## config.mk

```make
export PLATFORM = sky130hd
export DESIGN_NAME = gha_ram
export DESIGN_NICKNAME = d
export VERILOG_FILES = /design/src/rtl/gha_ram.sv
export SDC_FILE = /design/constraint.sdc
export NUM_CORES = 2
export LEC_CHECK = 0
export ABC_CLOCK_PERIOD_IN_PS = 2500
export BUFFER_PORTS_ARGS = -buffer_cell sky130_fd_sc_hd__buf_2
export CELL_PAD_IN_SITES_DETAIL_PLACEMENT = 0
export CELL_PAD_IN_SITES_GLOBAL_PLACEMENT = 2
export CORE_ASPECT_RATIO = 1.4
export CORE_MARGIN = 8
export CORE_UTILIZATION = 46
export CTS_CLUSTER_SIZE = 12
export DETAILED_ROUTE_END_ITERATION = 16
export HOLD_SLACK_MARGIN = 0.12
export PLACE_DENSITY = 0.8
export SLEW_MARGIN = 20
export SYNTH_ARGS = -nofsm -noshare
export SYNTH_HDL_FRONTEND = slang
export SYNTH_SLANG_ARGS = --single-unit
```

## constraint.sdc

```tcl
create_clock -name clock -period 2.5 [get_ports clock]
set_clock_uncertainty 0.1 [all_clocks]
set_input_delay 0.25 -clock clock [delete_from_list [all_inputs] [get_ports clock]]
set_output_delay 0.25 -clock clock [all_outputs]
set_load 0.01 [all_outputs]
```

## src/rtl/gha_ram.sv

```systemverilog
// generic single port ram with registered read
module gha_ram #(
   parameter int unsigned WIDTH = 8,
   parameter int unsigned DEPTH = 256
) (
   input  logic                     clock,
   input  logic                     wr_en,
   input  logic [$clog2(DEPTH)-1:0] addr,
   input  logic [WIDTH-1:0]         wr_data,
   output logic [WIDTH-1:0]         rd_data
);

   logic [WIDTH-1:0] mem [DEPTH];

   // write and registered read
   always_ff @(posedge clock) begin
      if (wr_en) begin
         mem[addr] <= wr_data;
      end
      rd_data <= mem[addr];
   end

endmodule

```

# == After elaboration in Yosys (flattened, before gate mapping) ==
# Memories as Yosys holds them, arrays and structs flattened. A register that Yosys moved wholly into a read port is not among the register bits.
# Cells that the tools add are included.
# word_totals
ramBits,2048
in_bits,18
out_inout_bits,8
memories,1
reg_bits,0
# classes
mux,2
# mem_list
name,words,word_bits,rd,rd_ports_with_merged_regs,write_ports,line,rtl
mem,256,8,1,1,1,13,logic [WIDTH-1:0] mem [DEPTH];
# op_table
operator,n
$mux 1,2

# == Longest topological paths before layout ==
# depth
word_depth,2
ltp_mapped,10
depth_no_buf,5

# == Worst setup path before layout ==
# No wires, ideal clock.
# synth_path
path_kind,in2reg
start,in addr[1]
end,"mem mem[111][0], enable pin"
path_stages,9
path_slack_ps,-69
n_path_buf,5
t_arrival_ps,2099
required_ps,2030
cell_sequence,buf_2 clkbuf_1 clkbuf_1 nand2_1 buf_2 nor2_1 nand2_1 clkbuf_1 nor2_1
# synth_rtl
item,line,rtl
start: declaration,8,"input logic [$clog2(DEPTH)-1:0] addr,"
end: declaration,13,
# No word-level cell before the write port.

==> run_results.csv <==
group,metric,value,unit
run_status,outcome,"finished, final reports clean",
die,die-area,184000,um^2
sta,max_slew_margin,39.8,%
final_layout,stdcell_count,6489,
final_layout,final_util,54.2,%
worst_hold_path,min_to,"mem[153][4]",
routing,wl,193000,um
die,initial_core_util,46.2,%
clock_tree,worst_skew_pair.late_latency,830,ps
clock_tree,cts.sinks,2056,
synthesis,syn_inst,3547,
final_layout,fillers,12800,
clock_tree,cts_setup_buffers,0,
die,core_area,170000,um^2
synthesis,synth.distinct_cells,22,
worst_setup_path,path_class,"in -> reg",
power,p_leak,29.0,nW
worst_setup_path,r2r_end,"rd_data[4]",
clock_tree,cts_tree,"built",
sta,rsz0062_at_grt,"no",
worst_hold_path,hold_start,"addr[5]",
sta,min_period,2450,ps
routing,vias,38800,
worst_hold_path,hold_depth,5,
worst_setup_path,critPathLaunchType,"primary input",
power,total_power,67.5,mW
routing,drtPass1Iterations,7,
die,die_h,505,um
clock_tree,cts_inserted_buffers,192,
final_layout,num-nets-final,4192,
sta,tightest_slew,900,ps
worst_setup_path,required,3160,ps
placed_design,place_ws,-953,ps
grt,grt_overflow,0,
sta,fin_crit_sh,97.9,%
placed_design,hpwl,127000,um
worst_setup_path,worstReg2RegStart,"mem[81][4]",
worst_setup_path,critPathCaptureType,"flop",
grt,grt_max_degree,93,
final_layout,fin_area,92000,um^2
final_layout,drive_above_1_share,33.2,%
sta,fmax,409,MHz
synthesis,yosysWarnings,0,
worst_setup_path,r2r_cells,6,
worst_setup_path,critPathMaxFanout,42,
clock_tree,cts_root_buf,"clkbuf_16",
placed_design,portBuffers,25,
placed_design,gp_congestion,0.844,
sta,setup_viol,0,
synthesis,yosysSeqAreaShare,78.6,%
grt,grt_use_total,20.9,%
sta,setup_tns,0,ps
placed_design,place_inst,6229,
clock_tree,clk_pin_slew,60,ps
worst_setup_path,crit_arrival,3110,ps
die,rows,179,
power,ir_drop,0.647,mV
worst_hold_path,hp-class,"in -> reg",
final_layout,syn_to_final_growth,17.2,%
power,p_per_area,734,nW/um^2
routing,drt_iter0_drc,3898,
die,io_pins,26,
die,fp.dieW,365,um
synthesis,syn_area,78500,um^2
routing,wl_per_cell,29.8,um
clock_tree,max-clock-path-buffers,3,
routing,ant_nets,0,
routing,viasPerCell,5.97,
synthesis,syn-num-nets,3565,
sta,whs,210,ps
sta,hold_viol_final,0,
routing,drc_errors,0,
grt,grt_pass1_wl,280000,um
sta,setup_ws,53.4,ps
worst_setup_path,r2r_setup_slack,60,ps
grt,antenna_found_initial,8,
grt,grt_pass1_vias,40600,
sta,timing.final.max_slew_violations,0,
synthesis,ys_ff_latch,2056,
synthesis,synth_area_per_cell,22.1,um^2
placed_design,placed_area,86600,um^2
clock_tree,htree_levels,4,
run,drv_cap,0,
[state kept, by name, summed over array words and instances (netlist names)]
| name | flops |
|---|---|
| rd_data | 8 |
| mem | 2048 |
[cell families (layout without fill, tap and decap cells)]
family / Yosys count / after routing / share of synthesized area [%]
buf+inv: 233 / 911 / 1.40
other cells: 0 / 2 / 0
mux: 512 / 512 / 14.7
flops: 2056 / 2056 / 78.6
simple gates: 330 / 330 / 1.73
compound gates: 416 / 416 / 3.62
[worst max-delay path: stages]
cell	delay (ps)
dlygate4sd3_1	520
buf_2	240
nor2b_4	450
buf_12	300
a22oi_1	140
buf_4	170
a21oi_1	550
o41ai_2	190
buf_4	170
nand4_1	70
[cells in the mapped netlist]
library cell	count	share of area, %
mux4_2	512	15
nand4_1	8	0.064
buf_4	16	0.15
or3_1	1	0.0080
nand3_1	13	0.083
a21oi_1	128	0.82
inv_1	1	0.0048
and2_1	3	0.024
clkbuf_1	145	0.69
a22oi_1	256	2.4
buf_2	36	0.23
buf_6	16	0.23
nand2b_1	6	0.048
nor3_1	30	0.19
o41ai_1	32	0.36
nand2_1	28	0.13
nor2b_1	7	0.056
buf_1	19	0.091
dfxtp_1	8	0.20
or2_2	2	0.016
nor2_1	232	1.1
edfxtp_1	2048	78
[worst max-delay path by stage]
| stage | from | endpoint | slack (ps) |
|---|---|---|---|
| final | addr[3] | rd_data[5] | 50 |
| after CTS | mem[202][5] | rd_data[5] | 10 |
| after global placement | addr[0] | rd_data[4] | -1100 |
| after global routing | addr[3] | rd_data[5] | 8 |
| after floorplan | addr[1] | mem[111][0] | -70 |
| after detailed placement | addr[0] | rd_data[2] | -950 |
[cell usage in the layout, fill, tap and decap left out, types with 27 or more instances in the layout]
cell type and n:
buf_4 518, a21oi_1 128, nor3_1 29, edfxtp_1 2048, clkbuf_16 197, a22oi_1 256, nor2_1 222, mux4_2 512
o41ai_1 27, nand2_1 28, clkbuf_1 33, buf_12 109
[per-layer routing]
| metal | track usage (%) | part of all wire (%) | vias to the layer above |
|---|---|---|---|
| li1 | - | - | 16200 |
| met1 | 25.7 | 36 | 20700 |
| met2 | 36.8 | 53 | 1447 |
| met3 | 2.97 | 6.2 | 367 |
| met4 | 8.90 | 4.7 | 4 |
| met5 | 0 | 0.013 | - |
[where the power goes]
| part | leakage (nW) | total [mW] | internal [mW] | switching [mW] |
|---|---|---|---|---|
| logic | 8.01 | 3.73 | 1.54 | 2.19 |
| clock network | 2.55 | 25.8 | 14.1 | 11.7 |
| registers | 18.5 | 38.0 | 38.0 | 0.0531 |
[final cells by class]
type	instances	area (um^2)	area share (%)
flip-flops and latches	2056	61700	67.0
multi-input cells	1258	15900	17.2
repair buffers	665	6420	6.97
clock buffers	231	5070	5.51
well taps	2262	2830	3.08
clock inverters	14	166	0.181
diodes	2	5.00	0.00544
inverters	1	3.75	0.00408
[what timing repair did]
| item | CTS | global route |
|---|---|---|
| cloned | 0 | 0 |
| resized for setup | 4 | 2 |
| pin swaps | 0 | 0 |
| endpoints found under the setup margin | 2 | 2 |
| hold endpoints to repair | 1007 | 0 |
| hold buffers | 13 | 0 |
Note: power is estimated with default switching activity, not from simulation.
